<file path="config.mk">
export PLATFORM = sky130hd
export DESIGN_NAME = utf8_stream_decoder_top
export DESIGN_NICKNAME = d
export VERILOG_FILES = /design/src/rtl/u8sd_pkg.sv /design/src/rtl/u8sd_front.sv /design/src/rtl/u8sd_queue.sv /design/src/rtl/u8sd_back.sv /design/src/rtl/utf8_stream_decoder_top.sv
export SDC_FILE = /design/constraint.sdc
export NUM_CORES = 1
export LEC_CHECK = 0
export ABC_CLOCK_PERIOD_IN_PS = 5350
export BUFFER_PORTS_ARGS = -buffer_cell sky130_fd_sc_hd__clkbuf_2
export CAP_MARGIN = 25
export CORE_ASPECT_RATIO = 0.8
export CORE_MARGIN = 2
export CORE_UTILIZATION = 35
export CTS_CLUSTER_SIZE = 28
export DETAILED_ROUTE_END_ITERATION = 6
export PLACE_DENSITY = 0.5
export SLEW_MARGIN = 20
export SYNTH_ARGS = -nofsm -noshare
export SYNTH_HDL_FRONTEND = slang
export SYNTH_SLANG_ARGS = --single-unit
</file>
<file path="constraint.sdc">
create_clock -name i_clk -period 5.35 [get_ports i_clk]
set_input_delay 0 -clock i_clk [delete_from_list [all_inputs] [get_ports i_clk]]
set_output_delay 0 -clock i_clk [all_outputs]
set_load 0.01 [all_outputs]
</file>
<file path="src/rtl/u8sd_pkg.sv">
`default_nettype none
// ---------------------------------------------------------------------------
// u8sd_pkg
// Shared types and codes for the UTF-8 stream decoder.
// ---------------------------------------------------------------------------
package u8sd_pkg;

    // Byte classes, as seen when no sequence is in progress.
    localparam logic [2:0] KIND_NUL     = 3'd0;
    localparam logic [2:0] KIND_ASCII   = 3'd1;
    localparam logic [2:0] KIND_LEAD2   = 3'd2;
    localparam logic [2:0] KIND_LEAD3   = 3'd3;
    localparam logic [2:0] KIND_LEAD4   = 3'd4;
    localparam logic [2:0] KIND_INVALID = 3'd5;

    // Result status codes.
    localparam logic [1:0] ST_OK         = 2'd0;
    localparam logic [1:0] ST_NULL       = 2'd1;
    localparam logic [1:0] ST_INVALID    = 2'd2;
    localparam logic [1:0] ST_INCOMPLETE = 2'd3;

    localparam int CP_W    = 21;
    localparam int CNT_W   = 3;
    localparam int ST_W    = 2;
    localparam int QDEPTH  = 2;

    // One classified byte, as it travels from the front end to the back end.
    typedef struct packed {
        logic [2:0] kind;
        logic [4:0] lead_bits;  // lead payload, already masked for its length
        logic [5:0] low6;       // payload if the byte follows a lead
        logic [6:0] ascii;      // value if the byte is a single-byte character
        logic       last;       // last byte of the buffer
    } t_cls;

endpackage
`default_nettype wire

</file>
<file path="src/rtl/u8sd_front.sv">
`default_nettype none
// ---------------------------------------------------------------------------
// u8sd_front
// Accepts input bytes and classifies each one by its lead pattern.
// ---------------------------------------------------------------------------
module u8sd_front (
    input  wire logic          i_valid,
    input  wire logic [7:0]    i_byte,
    input  wire logic          i_last,
    output u8sd_pkg::t_cls     o_cls,
    output logic               o_push
);

    // Classify the byte by its high bits and mask its payload.
    always_comb begin
        o_cls.low6      = i_byte[5:0];
        o_cls.ascii     = i_byte[6:0];
        o_cls.last      = i_last;
        o_cls.lead_bits = 5'd0;
        if (i_byte == 8'h00) begin
            o_cls.kind = u8sd_pkg::KIND_NUL;
        end else if (i_byte[7] == 1'b0) begin
            o_cls.kind = u8sd_pkg::KIND_ASCII;
        end else if (i_byte[7:5] == 3'b110) begin
            o_cls.kind      = u8sd_pkg::KIND_LEAD2;
            o_cls.lead_bits = i_byte[4:0];
        end else if (i_byte[7:4] == 4'b1110) begin
            o_cls.kind      = u8sd_pkg::KIND_LEAD3;
            o_cls.lead_bits = {1'b0, i_byte[3:0]};
        end else if (i_byte[7:3] == 5'b11110) begin
            o_cls.kind      = u8sd_pkg::KIND_LEAD4;
            o_cls.lead_bits = {2'b00, i_byte[2:0]};
        end else begin
            o_cls.kind = u8sd_pkg::KIND_INVALID;
        end
    end

    // A transaction on the input side pushes one entry.
    assign o_push = i_valid;

endmodule
`default_nettype wire

</file>
<file path="src/rtl/u8sd_queue.sv">
`default_nettype none
// ---------------------------------------------------------------------------
// u8sd_queue
// Two-entry queue of classified bytes between the front and back ends.
// ---------------------------------------------------------------------------
module u8sd_queue (
    input  wire logic          i_clk,
    input  wire logic          i_rst_n,
    input  wire logic          i_push,
    input  u8sd_pkg::t_cls     i_data,
    output logic               o_ready,
    output logic               o_valid,
    output u8sd_pkg::t_cls     o_data,
    input  wire logic          i_pop
);

    u8sd_pkg::t_cls r_mem [u8sd_pkg::QDEPTH];
    logic           r_wr;
    logic           r_rd;
    logic [1:0]     r_count;
    logic           n_wr;
    logic           n_rd;
    logic [1:0]     n_count;
    logic           w_do_push;
    logic           w_do_pop;

    assign o_ready   = (r_count != 2'(u8sd_pkg::QDEPTH));
    assign o_valid   = (r_count != 2'd0);
    assign o_data    = r_mem[r_rd];
    assign w_do_push = i_push && o_ready;
    assign w_do_pop  = i_pop && o_valid;

    // Pointer and fill count update.
    always_comb begin
        n_wr    = w_do_push ? ~r_wr : r_wr;
        n_rd    = w_do_pop ? ~r_rd : r_rd;
        n_count = r_count + 2'(w_do_push) - 2'(w_do_pop);
    end

    always_ff @(posedge i_clk) begin
        if (!i_rst_n) begin
            r_wr    <= 1'b0;
            r_rd    <= 1'b0;
            r_count <= 2'd0;
        end else begin
            r_wr    <= n_wr;
            r_rd    <= n_rd;
            r_count <= n_count;
        end
    end

    // Entry storage.
    always_ff @(posedge i_clk) begin
        if (w_do_push) begin
            r_mem[r_wr] <= i_data;
        end
    end

endmodule
`default_nettype wire

</file>
<file path="src/rtl/u8sd_back.sv">
`default_nettype none
// ---------------------------------------------------------------------------
// u8sd_back
// Runs the sequence state and registers one result per finished character or error.
// ---------------------------------------------------------------------------
module u8sd_back (
    input  wire logic          i_clk,
    input  wire logic          i_rst_n,
    input  wire logic          i_valid,
    input  u8sd_pkg::t_cls     i_cls,
    output logic               o_pop,
    output logic               o_valid,
    input  wire logic          i_ready,
    output logic [u8sd_pkg::CP_W-1:0]  o_code_point,
    output logic [u8sd_pkg::CNT_W-1:0] o_byte_count,
    output logic [u8sd_pkg::ST_W-1:0]  o_status
);

    logic [1:0]                  r_remain;
    logic [2:0]                  r_len;
    logic [u8sd_pkg::CP_W-1:0]   r_part;
    logic                        r_out_valid;
    logic [u8sd_pkg::CP_W-1:0]   r_cp;
    logic [u8sd_pkg::CNT_W-1:0]  r_cnt;
    logic [u8sd_pkg::ST_W-1:0]   r_st;

    logic [1:0]                  n_remain;
    logic [2:0]                  n_len;
    logic [u8sd_pkg::CP_W-1:0]   n_part;
    logic                        w_emit;
    logic [u8sd_pkg::CP_W-1:0]   w_cp;
    logic [u8sd_pkg::CNT_W-1:0]  w_cnt;
    logic [u8sd_pkg::ST_W-1:0]   w_st;
    logic [u8sd_pkg::CP_W-1:0]   w_shift;

    // Take an entry whenever the output register is free or being drained.
    assign o_pop = i_valid && (!r_out_valid || i_ready);

    assign w_shift = {r_part[u8sd_pkg::CP_W-7:0], i_cls.low6};

    // Next state and result for the entry at the head of the queue.
    always_comb begin
        n_remain = r_remain;
        n_len    = r_len;
        n_part   = r_part;
        w_emit   = 1'b0;
        w_cp     = '0;
        w_cnt    = '0;
        w_st     = u8sd_pkg::ST_OK;
        if (r_remain == 2'd0) begin
            unique case (i_cls.kind)
                u8sd_pkg::KIND_NUL: begin
                    w_emit = 1'b1;
                    w_st   = u8sd_pkg::ST_NULL;
                end
                u8sd_pkg::KIND_ASCII: begin
                    w_emit = 1'b1;
                    w_cp   = {14'd0, i_cls.ascii};
                    w_cnt  = 3'd1;
                end
                u8sd_pkg::KIND_LEAD2: begin
                    n_remain = 2'd1;
                    n_len    = 3'd2;
                end
                u8sd_pkg::KIND_LEAD3: begin
                    n_remain = 2'd2;
                    n_len    = 3'd3;
                end
                u8sd_pkg::KIND_LEAD4: begin
                    n_remain = 2'd3;
                    n_len    = 3'd4;
                end
                default: begin
                    w_emit = 1'b1;
                    w_st   = u8sd_pkg::ST_INVALID;
                end
            endcase
            if (i_cls.kind == u8sd_pkg::KIND_LEAD2 || i_cls.kind == u8sd_pkg::KIND_LEAD3 ||
                i_cls.kind == u8sd_pkg::KIND_LEAD4) begin
                n_part = {16'd0, i_cls.lead_bits};
                if (i_cls.last) begin
                    // A buffer that ends right after a lead byte.
                    n_remain = 2'd0;
                    n_len    = 3'd0;
                    n_part   = '0;
                    w_emit   = 1'b1;
                    w_st     = u8sd_pkg::ST_INCOMPLETE;
                end
            end
        end else begin
            n_remain = r_remain - 2'd1;
            n_part   = w_shift;
            if (r_remain == 2'd1) begin
                // The last following byte completes the character.
                w_emit   = 1'b1;
                w_cp     = w_shift;
                w_cnt    = r_len;
                n_len    = 3'd0;
                n_part   = '0;
            end else if (i_cls.last) begin
                w_emit   = 1'b1;
                w_st     = u8sd_pkg::ST_INCOMPLETE;
                n_remain = 2'd0;
                n_len    = 3'd0;
                n_part   = '0;
            end
        end
    end

    // Sequence state.
    always_ff @(posedge i_clk) begin
        if (!i_rst_n) begin
            r_remain <= 2'd0;
            r_len    <= 3'd0;
            r_part   <= '0;
        end else if (o_pop) begin
            r_remain <= n_remain;
            r_len    <= n_len;
            r_part   <= n_part;
        end
    end

    // Output register valid flag.
    always_ff @(posedge i_clk) begin
        if (!i_rst_n) begin
            r_out_valid <= 1'b0;
        end else if (o_pop) begin
            r_out_valid <= w_emit;
        end else if (i_ready) begin
            r_out_valid <= 1'b0;
        end
    end

    // Output register payload.
    always_ff @(posedge i_clk) begin
        if (o_pop && w_emit) begin
            r_cp  <= w_cp;
            r_cnt <= w_cnt;
            r_st  <= w_st;
        end
    end

    assign o_valid      = r_out_valid;
    assign o_code_point = r_cp;
    assign o_byte_count = r_cnt;
    assign o_status     = r_st;

endmodule
`default_nettype wire

</file>
<file path="src/rtl/utf8_stream_decoder_top.sv">
`default_nettype none
// A finishing byte is queued, then decoded from the queue head into the output register.
// Throughput: one byte per cycle while the output register is free or being drained.
// A two-entry queue parts input and output; while a result waits, input takes bytes
// until both queue entries are full and then stalls.
// Reset: synchronous, active low; clears the queue, the sequence state and the output valid flag.
// ---------------------------------------------------------------------------
// utf8_stream_decoder_top
// Streaming UTF-8 decoder: one byte in per transaction, one code point or
// status out per finished character or error.
// ---------------------------------------------------------------------------
module utf8_stream_decoder_top (
    input  wire logic        i_clk,
    input  wire logic        i_rst_n,
    input  wire logic        i_s_axis_tvalid,
    output logic             o_s_axis_tready,
    input  wire logic [7:0]  i_s_axis_tdata,   // [7:0] data_byte
    input  wire logic        i_s_axis_tlast,   // buffer_end
    output logic             o_m_axis_tvalid,
    input  wire logic        i_m_axis_tready,
    output logic [31:0]      o_m_axis_tdata    // [20:0] code_point, [23:21] byte_count,
                                               // [25:24] status, [31:26] zero
);

    u8sd_pkg::t_cls w_front_cls;
    u8sd_pkg::t_cls w_head_cls;
    logic           w_push;
    logic           w_q_valid;
    logic           w_pop;
    logic [u8sd_pkg::CP_W-1:0]  w_cp;
    logic [u8sd_pkg::CNT_W-1:0] w_cnt;
    logic [u8sd_pkg::ST_W-1:0]  w_st;

    // Front end: classify incoming bytes.
    u8sd_front u_front (
        .i_valid (i_s_axis_tvalid),
        .i_byte  (i_s_axis_tdata),
        .i_last  (i_s_axis_tlast),
        .o_cls   (w_front_cls),
        .o_push  (w_push)
    );

    // Queue between the two ends.
    u8sd_queue u_queue (
        .i_clk   (i_clk),
        .i_rst_n (i_rst_n),
        .i_push  (w_push),
        .i_data  (w_front_cls),
        .o_ready (o_s_axis_tready),
        .o_valid (w_q_valid),
        .o_data  (w_head_cls),
        .i_pop   (w_pop)
    );

    // Back end: sequence state and result register.
    u8sd_back u_back (
        .i_clk        (i_clk),
        .i_rst_n      (i_rst_n),
        .i_valid      (w_q_valid),
        .i_cls        (w_head_cls),
        .o_pop        (w_pop),
        .o_valid      (o_m_axis_tvalid),
        .i_ready      (i_m_axis_tready),
        .o_code_point (w_cp),
        .o_byte_count (w_cnt),
        .o_status     (w_st)
    );

    assign o_m_axis_tdata = {6'd0, w_st, w_cnt, w_cp};

endmodule
`default_nettype wire
</file>
Word level (Yosys, flattened, before mapping)

Memory sizes are Yosys's and may differ from the RTL's. A register that Yosys moved wholly into a read port is not among the register bits.
Cells that the tools add are included.

Register bits: 51
Latch bits: 0
Bits in writable memories: 44
Bits in read-only memories: 0
Bits of input ports: 13
Memories kept: 1

Add/subtract/negate cells: 3
$mul: 0
Div/mod/pow operators: 0
Magnitude comparators: 0
Equal/unequal tests: 10
Shift-type cells: 0
Multiplexer cells: 49
Bitwise logic cells: 2
Reductions and logical operators: 18

Memories:

| name          | depth | width | rd ports | clocked after memory_dff | write ports | RTL line         | RTL |
|---|---|---|---|---|---|---|---|
| u_queue.r_mem | 2     | 22    | 1        | 1                        | 1           | u8sd_queue.sv:17 | `u8sd_pkg::t_cls r_mem [u8sd_pkg::QDEPTH];` |

Operator list:

| kind               | number |
|---|---|
| $mux 15            | 4 |
| $mux 21            | 2 |
| $mux 3             | 10 |
| $mux 2             | 10 |
| $mux 8             | 2 |
| $mux 5             | 3 |
| $mux 1             | 14 |
| $pmux 3 s3         | 1 |
| $logic_not 8->1    | 1 |
| $mux 7             | 1 |
| $eq 3x2->1 const B | 2 |
| $eq 3x3->1 const B | 2 |
| $pmux 2 s3         | 1 |
| $eq 5x5->1 const B | 1 |
| $eq 4x4->1 const B | 1 |
| $logic_and 1x1->1  | 4 |
| $ne 2x2->1 const B | 2 |
| $pmux 2 s2         | 1 |
| $reduce_and 2->1   | 2 |
| $reduce_bool 2->1  | 2 |
| $reduce_or 4->1    | 1 |
| $eq 3x1->1 const B | 1 |
| $logic_not 3->1    | 1 |
| $logic_or 1x1->1   | 3 |
| other kinds (9)    | 10 |

Longest topological paths before layout

Gate-level depths: netlist (run 1).

Depth after elaboration: 7
Depth in mapped cells: 10
Depth with buffers taken out: 9

Cells and area by module

Synthesis (run 1) repeated with hierarchy kept, for this count alone.

Cell total of the unflattened synthesis: 323
Area, all modules: 4140.2 um^2

Modules (own cells, without submodules):

| module                  | times used | cells each | area each (um^2) | seq. area each (um^2) |
|---|---|---|---|---|
| u8sd_back               | 1          | 195        | 2065.7           | 1201.2 |
| u8sd_queue              | 1          | 92         | 1819.2           | 1421.4 |
| u8sd_front              | 1          | 29         | 206.4            | 0.0 |
| utf8_stream_decoder_top | 1          | 7          | 48.8             | 0.0 |

Worst setup path before layout (run 1)

No wires, ideal clock.

Kind: reg-to-reg
Start point: register (tool-made name)
End point: register u_back.r_cnt, in the netlist u_back.o_byte_count[0] (enable)
Arrival time: 2.959 ns
Setup slack: 1.949 ns
Cell stages (with the launch flop): 5
Path buffers: 0
Clock period less this slack: 3.401 ns
Path through: dfxtp_1 mux2i_1 or3_4 a21boi_0 nor3_1

RTL lines:

| element              | RTL line         | RTL |
|---|---|---|
| to (signal assigned) | u8sd_back.sv:138 | `r_cnt <= w_cnt;` |
| to (decl)            | u8sd_back.sv:24  | `logic [u8sd_pkg::CNT_W-1:0] r_cnt;` |

==> results of run 1 <==
==> cell usage in the layout (no fill, tap or decap), drive strengths merged, types with 2 or more instances in the layout <==
cell type,count
a21oi,4
nand2,37
and3,6
mux2i,25
o21ai,12
nand3,2
a31oi,5
xnor2,4
or2,3
conb,6
buf,4
inv,6
xor2,2
ha,5
dfxtp,26
nor3,10
edfxtp,58
nor2b,4
dlygate4sd3,9
clkbuf,54
and2,23
or3,2
nor2,19
nand4,3
clkinv,3
mux2,10
==> layout make-up <==
cell class                      instances  area [um2]  area share [%]
Clock buffer                           14         254            5.81
Clock inverter                          2        33.8           0.772
Inverter                                8        30.0           0.686
Multi-Input combinational cell        200        1290            29.6
Sequential cell                        84        2260            51.7
Tap cell                              140         175            4.00
Timing Repair Buffer                   53         325            7.44
==> worst paths after layout <==
path / from / to / slack [ns] / cells after the start
worst max register to register: flip-flop / u_back.r_part[5]$_SDFFE_PN0P_ / 2.70 / 5
worst min register to register: u_back.r_part[13]$_SDFFE_PN0P_ / u_back.r_part[13]$_SDFFE_PN0P_ / 0.45 / 2
worst min-delay path: i_s_axis_tvalid / u_queue.r_wr$_SDFFE_PN0P_ / 0.05 / 4
worst max-delay path: flip-flop / u_back.r_part[5]$_SDFFE_PN0P_ / 2.70 / 5
==> cells by family after synthesis <==
kind of cell	count (synthesis)	synth area share, %
adders and majority gates	5	1.70
buffers and inverters	26	3.75
xor gates and xnor gates	6	1.43
muxes	35	9.89
other	1	0.102
DFF	84	61.6
and+or+nand+nor	113	15.3
AOI/OAI and AO/OA	35	6.21
==> worst min-delay path, cell delays in order <==
cell	delay [ns]
clkbuf_2	0.08
nand2_1	0.11
xor2_1	0.08
nor2_1	0.07
==> power by group <==
part / internal [mW] / switching [mW]
combinational: 0.310 / 0.478
sequential: 0.906 / 0.0651
clock: 0.373 / 0.222
==> sequential cells by signal (all words and copies together), names as in the netlist, named ones only <==
signal               count
u_back.o_byte_count      3
u_back.o_code_point     21
u_back.o_status          2
u_back.o_valid           1
u_back.r_len             3
u_back.r_part           15
u_back.r_remain          2
u_queue.r_count          2
u_queue.r_mem           32
u_queue.r_rd             1
u_queue.r_wr             1
==> stage by stage <==
step | area [um2] | setup slack [ns]
floorplan | 3690 | 1.95
global placement | 3980 | 2.28
detailed placement | 3980 | 2.22
CTS | 4350 | 2.20
global route | 4370 | 2.52
finish | 4370 | 2.70
==> routing by layer <==
metal | up-vias | wire length [um] | share of wire [%]
li1 | 1178 | - | -
met1 | 1058 | 3630 | 54
met2 | 36 | 2880 | 42
met3 | 4 | 207 | 3.1
met4 | 0 | 60 | 0.89
met5 | - | 0 | 0
==> metrics.yaml, run 1 <==
initial_core_util_pct: 35.8
tns_ns: 0
leakage_nw: 1.69
die_y_um: 95.6
final_core_util_pct: 42.7
place_congestion: 0.809
cts.repair.resized: 0
viasPerCell: 4.54
synth_cell_type_count: 48
cp_slowest_cell: "dfxtp_1"
hp-class: "in -> reg"
avgSynthCellArea_um2: 12.0
core_region_area_mm2: 0.0102
io_pins: 47
use_met3_pct: 3.95
worst_setup_path_end_kind: "flip-flop"
drive_gt1_share_pct: 19.4
portBuffers: 40
ir_drop_v: 0.000184
dr.pass1.iters: 6
dpl.cell_count: 474
met1_usage_pct: 17.4
first_global_vias: 2083
required_ns: 5.56
top_usage_layer: "met2"
fmax_mhz: 377
clk_pin_slew_ns: 0.06
grt_overflow: 0
yosys-top-cells-area: "edfxtp_1 (47%), dfxtp_1 (14%), mux2i_1 (6.8%)"
path_buf_inv: 1
wl_per_cell_um: 13.5
crit_family: "multiplexers"
synth_top_area_share_pct: 47.5
arrival_ns: 2.87
relSlewSlack_pct: 40.0
drt-total-wl_um: 6770
syn-instance-count: 305
cts-root-buf: "clkbuf_16"
grt_usage_pct: 12.7
die-area_mm2: 0.0113
die_width_um: 118
grt_max_degree: 29
cp-start-kind: "flip-flop"
ys.flop_type: "edfxtp_1"
grt_pass1_wl_um: 10800
ys_warn_count: 0
ant_nets: 0
max_stage_delay_ns: 0.53
clk_latency_ns: 0.33
worstMarginPinSlew_ns: 0.900
drt_iter0_markers: 101
area_growth_pct: 19.2
synth_top_area_cell: "edfxtp_1"
yosys-top-cells-count: "edfxtp_1 (58), nand2_1 (37), dfxtp_1 (26)"
cts_htree_levels: 3
instances_no_fill: 501
cts_setup_buffers: 0
power-per-cell-area_mw_per_mm2: 538
synth.cell_area_mm2: 0.00367
p_total_mw: 2.35
n_fill_cell: 1021
synth_edf_count: 58
ys_seq_area_share_pct: 61.6
hpwl_um: 4620
synthMostInstantiatedCell: "edfxtp_1"
worstSetupPathType: "reg -> reg"
nNetsFinal: 374
ys_seq_elements: 84
grt_setup_unrepaired: "false"
drcViolationCount: 0
maxCapViolCount: 0
ys_async_sr_fraction_pct: 0
antenna_found_initial: 0
period_share_pct: 49.6
rows: 33
status: "completed"
cts_made_buffers: 9
fin_crit_ns: 2.65
diodes: 0
cp_max_fo: 16
setup_viol: 0
hold_slack_ns: 0.0510
cts_buffer_depth: 2
vias: 2276
hold_buffers: 9
cts_sinks: 84
fin_skew_ns: 0.00277
finalHoldViolCount: 0
cp_cell_sequence: "buf_8 -> mux2_2 -> or3_4 -> a31o_1 -> mux2_1"
cts_tree: "yes"
slew_viol_final: 0
grt_use_met2_pct: 18.8
Note: power is estimated with default switching activity, not from simulation.
==> inputs of run 2 (changes only) <==
Settings changed: ABC_CLOCK_PERIOD_IN_PS 5350 to 2750.
Clock period 5.35 ns to 2.75 ns, I/O delays scaled along.
==> run 2 against run 1 <==
  * Maximum frequency up 15%
  * Sequential cell count did not move
  * Sequential share of layout area shrank 0.54 points
  * Largest cell class unchanged
  * Clock skew is 0.0015 ns higher
  * Die area stayed put
  * Non-clock buffer count is 6 higher
  * Worst setup slack got worse by 2.3 ns
  * Cell count up 1.2%
  * Combinational power increased by 100%
==> metrics.yaml, run 2 (synthesis gave the netlist of run 1 again) <==
setup_ws_ns: 0.433
wl_per_cell_um: 13.7
grt_setup_unrepaired: "false"
arrival_ns: 2.39
grt_pass1_wl_um: 11300
largest-register: "u_queue.r_mem"
leakage_nw: 1.72
n_fill_cell: 1017
final_core_util_pct: 43.2
final_common_cell: "edfxtp_1"
worstMarginPinSlew_ns: 0.761
io_pins: 47
fmax_mhz: 432
power-per-cell-area_mw_per_mm2: 1050
netSwitchingFraction_pct: 32.7
cts-root-buf: "clkbuf_16"
required_ns: 2.82
die_width_um: 118
antenna_found_initial: 0
post-place-ws_ns: 0.441
nNetsFinal: 380
cts_sinks: 84
multiInputGateArea_mm2: 0.00130
clk_pin_slew_ns: 0.06
drt-total-wl_um: 6920
place_congestion: 0.845
cp-start-kind: "flip-flop"
largest_register_ffs: 32
worstSetupPathType: "reg -> reg"
fin_crit_ns: 2.32
ir_drop_v: 0.000481
drive_gt1_share_pct: 20.7
relSlewSlack_pct: 49.3
maxCapViolCount: 0
grt_usage_pct: 13.2
core_region_area_mm2: 0.0102
hp-class: "in -> reg"
viasPerCell: 4.54
seqCellArea_mm2: 0.00226
cts_buffer_depth: 2
cts_tree: "yes"
initial_core_util_pct: 35.8
p_int_mw: 3.13
tns_ns: 0
vias: 2303
setup_viol: 0
grt_max_degree: 28
die_y_um: 95.6
pwr-share-clk_pct: 25.0
grt_overflow: 0
p_seq_share_pct: 40.7
cp_cell_sequence: "mux2_2 -> or3_4 -> a21boi_0 -> nor3_4 -> buf_4"
cts_made_buffers: 9
finalHoldViolCount: 0
hpwl_um: 4880
die-area_mm2: 0.0113
p_total_mw: 4.65
p_sw_mw: 1.52
diodes: 0
cts_htree_levels: 3
final_cell_mix: "edfxtp_1 (58), clkbuf_2 (40), nand2_1 (37)"
cts.repair.resized: 0
cts_setup_buffers: 0
drcViolationCount: 0
clk_latency_ns: 0.33
dpl.cell_count: 482
area_growth_pct: 20.5
instances_no_fill: 507
portBuffers: 40
max_stage_delay_ns: 0.54
rows: 33
cp_max_fo: 18
drt_iter0_markers: 82
p_comb_share_pct: 34.3
dr.pass1.iters: 4
ant_nets: 0
slew_viol_final: 0
status: "completed"
period_share_pct: 84.3
worst_setup_path_end_kind: "flip-flop"
first_global_vias: 2265
fin_skew_ns: 0.00432
cp_slowest_cell: "dfxtp_1"
run 2: cell count changes in the layout (fill, tap and decap cells not counted), sizes merged:
| cell | delta |
|---|---|
| buf | +6 |
run 2: per-stage QoR:
step | area, um2 | hold slack, ns
after floorplan | 3690 | 0.0989
after global placement | 4040 | 0.194
after detailed placement | 4040 | 0.201
after CTS | 4420 | 0.0617
after global routing | 4420 | 0.0805
final | 4420 | 0.0566
run 2: repair_timing:
action | in CTS | in global routing
setup endpoints to repair | 0 | 0
endpoints found under the hold margin | 17 | 0
hold buffers | 9 | 0
run 2: cell type report:
cell class | instances | area share (%)
Sequential cell | 84 | 51.2
Multi-Input combinational cell | 200 | 29.4
Timing Repair Buffer | 59 | 8.26
Clock buffer | 14 | 5.75
Tap cell | 140 | 3.96
Clock inverter | 2 | 0.764
Inverter | 8 | 0.679
run 2: path summary, 6_finish.rpt:
path                                  start                                     to  slack, ns  cells past startpoint
max                               flip-flop  u_back.o_code_point[16]$_SDFFCE_PP0P_       0.43                      5
min                         i_s_axis_tvalid              u_queue.r_wr$_SDFFE_PN0P_       0.06                      4
max reg2reg                       flip-flop  u_back.o_code_point[16]$_SDFFCE_PP0P_       0.43                      5
min reg2reg  u_back.r_part[10]$_SDFFE_PN0P_         u_back.r_part[10]$_SDFFE_PN0P_       0.45                      2
run 2: per-layer routing:
| metal | vias to the layer above | routed length (um) | GRT usage, % |
|---|---|---|---|
| met5 | - | 0 | 0 |
| met4 | 0 | 127 | 5.75 |
| met2 | 46 | 3060 | 20.6 |
| li1 | 1191 | - | - |
| met3 | 12 | 294 | 4.37 |
| met1 | 1054 | 3440 | 17.0 |
run 2: power groups by stage:
stage | sequential (mW) | clock (mW) | combinational, mW
floorplan | 1.99 | 0 | 1.02
global placement | 1.92 | 0 | 1.61
detailed placement | 1.92 | 0 | 1.61
CTS | 1.90 | 1.19 | 1.63
global route | 1.93 | 1.25 | 1.77
finish | 1.89 | 1.16 | 1.60
run 2: worst max-delay path: cells and delay by family (launching register included):
kind                   cells  cell delay (ns)
flip-flops                 1             0.54
AND/OR/NAND/NOR            2             0.46
multiplexers               1             0.44
AO/OA/AOI/OAI              1             0.39
buffers and inverters      1             0.22
==> inputs of run 3 (changes only) <==
Settings changed: ABC_CLOCK_PERIOD_IN_PS 2750 to 2000, PLACE_DENSITY 0.5 to 0.52.
Clock period 2.75 ns to 2 ns, I/O delays scaled along.
==> run 3 against run 2 <==
  * Sequential power is 37% higher
  * Non-clock buffer count increased by 26
  * Clock power is 36% higher
  * Die area unchanged
  * Via count rose by 5.9%
  * Register-to-register slack lost 0.38 ns
  * Sequential cell count did not move
  * Critical endpoint is now u_back.r_part[5]$_SDFFE_PN0P_
  * Highest routed layer unchanged
==> metrics.yaml, run 3 (synthesis gave the netlist of run 1 again) <==
status: "completed"
largest-register: "u_queue.r_mem"
cp_max_fo: 3
io_pins: 47
antenna_found_initial: 0
placed_area_mm2: 0.00429
tns_ns: 0
die_width_um: 118
drive_gt1_share_pct: 30.0
worstSetupPathType: "reg -> reg"
p_sw_mw: 2.25
drt_iter0_markers: 101
clk_latency_ns: 0.33
cts_made_buffers: 9
ir_drop_v: 0.000512
fin_crit_ns: 1.95
p_seq_share_pct: 37.1
fmax_mhz: 513
die_y_um: 95.6
fin_skew_ns: 0.00689
seqCellArea_mm2: 0.00227
wl_per_cell_um: 13.5
hpwl_um: 5000
rows: 33
ant_nets: 0
pwr-share-clk_pct: 22.6
n_fill_cell: 967
period_share_pct: 97.5
reg2reg_slack_ns: 0.05
grt_setup_unrepaired: "true"
final_cell_mix: "edfxtp_1 (58), clkbuf_2 (40), nand2_1 (36)"
worst_setup_path_end_kind: "flip-flop"
final_common_cell: "edfxtp_1"
viasPerCell: 4.58
diodes: 0
leakage_nw: 1.88
arrival_ns: 2.17
die-area_mm2: 0.0113
place_congestion: 0.837
p_comb_share_pct: 40.3
slew_viol_final: 0
multiInputGateArea_mm2: 0.00137
p_total_mw: 6.99
cts_htree_levels: 3
cts_sinks: 84
portBuffers: 40
required_ns: 2.22
drt-total-wl_um: 7170
cts_tree: "yes"
cts_buffer_depth: 2
core_region_area_mm2: 0.0102
p_int_mw: 4.74
drcViolationCount: 0
grt_pass1_wl_um: 11500
cp-start-kind: "flip-flop"
cts-root-buf: "clkbuf_16"
grt_usage_pct: 13.5
clk_pin_slew_ns: 0.06
stdcell_area_mm2: 0.00473
nNetsFinal: 406
final_core_util_pct: 46.2
largest_register_ffs: 32
hp-class: "in -> reg"
area_growth_pct: 28.8
netSwitchingFraction_pct: 32.2
finalHoldViolCount: 0
power-per-cell-area_mw_per_mm2: 1480
grt_max_degree: 28
vias: 2440
dr.pass1.iters: 4
initial_core_util_pct: 35.8
first_global_vias: 2243
setup_viol: 0
grt_overflow: 0
maxCapViolCount: 0
[run 3: cell count changes in the layout (fill, tap and decap cells not counted), moves of 3 or more]
cell and delta:
clkbuf_1 -3, buf_4 +24, dfxtp_1 -3, clkinv_2 +3
[run 3: metal layers]
| layer | track usage [%] | wire [um] |
|---|---|---|
| met1 | 18.7 | 3560 |
| met2 | 20.4 | 3220 |
| met3 | 3.95 | 303 |
| met4 | 4.46 | 86 |
| met5 | 0 | 0 |
[run 3: worst max-delay path, cell delays in order, from the launching register on]
cell and delay [ns]:
edfxtp_1 0.42, mux2_4 0.30, or3_4 0.41, buf_4 0.16, a31o_4 0.25, mux2_1 0.30
[run 3: cell type report]
| class | count | area share, % |
|---|---|---|
| Timing Repair Buffer | 85 | 12.8 |
| Clock buffer | 10 | 4.84 |
| Multi-Input combinational cell | 200 | 28.9 |
| Tap cell | 140 | 3.70 |
| Clock inverter | 6 | 1.19 |
| Sequential cell | 84 | 48.0 |
| Inverter | 8 | 0.635 |
[run 3: final timing paths]
check,from,end,cells after the start
worst min-delay path,i_s_axis_tvalid,u_queue.r_wr$_SDFFE_PN0P_,4
worst max register to register,u_queue.r_mem[0][20]$_DFFE_PP_,u_back.r_part[5]$_SDFFE_PN0P_,5
worst max-delay path,u_queue.r_mem[0][20]$_DFFE_PP_,u_back.r_part[5]$_SDFFE_PN0P_,5
worst min register to register,u_back.r_part[12]$_SDFFE_PN0P_,u_back.r_part[12]$_SDFFE_PN0P_,2
[run 3: what timing repair did]
action | CTS | global route
buffers inserted | 2 | 3
setup endpoints to repair | 33 | 16
gates resized for setup | 2 | 4
hold buffers | 8 | 0
gates cloned | 0 | 0
endpoints found under the hold margin | 16 | 0
pin swaps | 1 | 1
[run 3: through the flow]
step | hold WS, ns | worst slack [ns] | std cells
3_5_place_dp | 0.200 | -0.147 | 504
4_1_cts | 0.0238 | 0.0155 | 530
3_3_place_gp | 0.192 | -0.361 | 503
2_1_floorplan | 0.0989 | -0.0775 | 310
6_report | 0.0375 | 0.0501 | 533
5_1_grt | 0.0713 | -0.00743 | 533
[run 3: power by group through the flow]
stage,Combinational (mW),Clock [mW],Sequential [mW]
global route,3.10,1.70,2.64
finish,2.82,1.58,2.59
CTS,2.78,1.62,2.60
global placement,2.56,0,2.64
floorplan,1.56,0,2.76
detailed placement,2.65,0,2.65
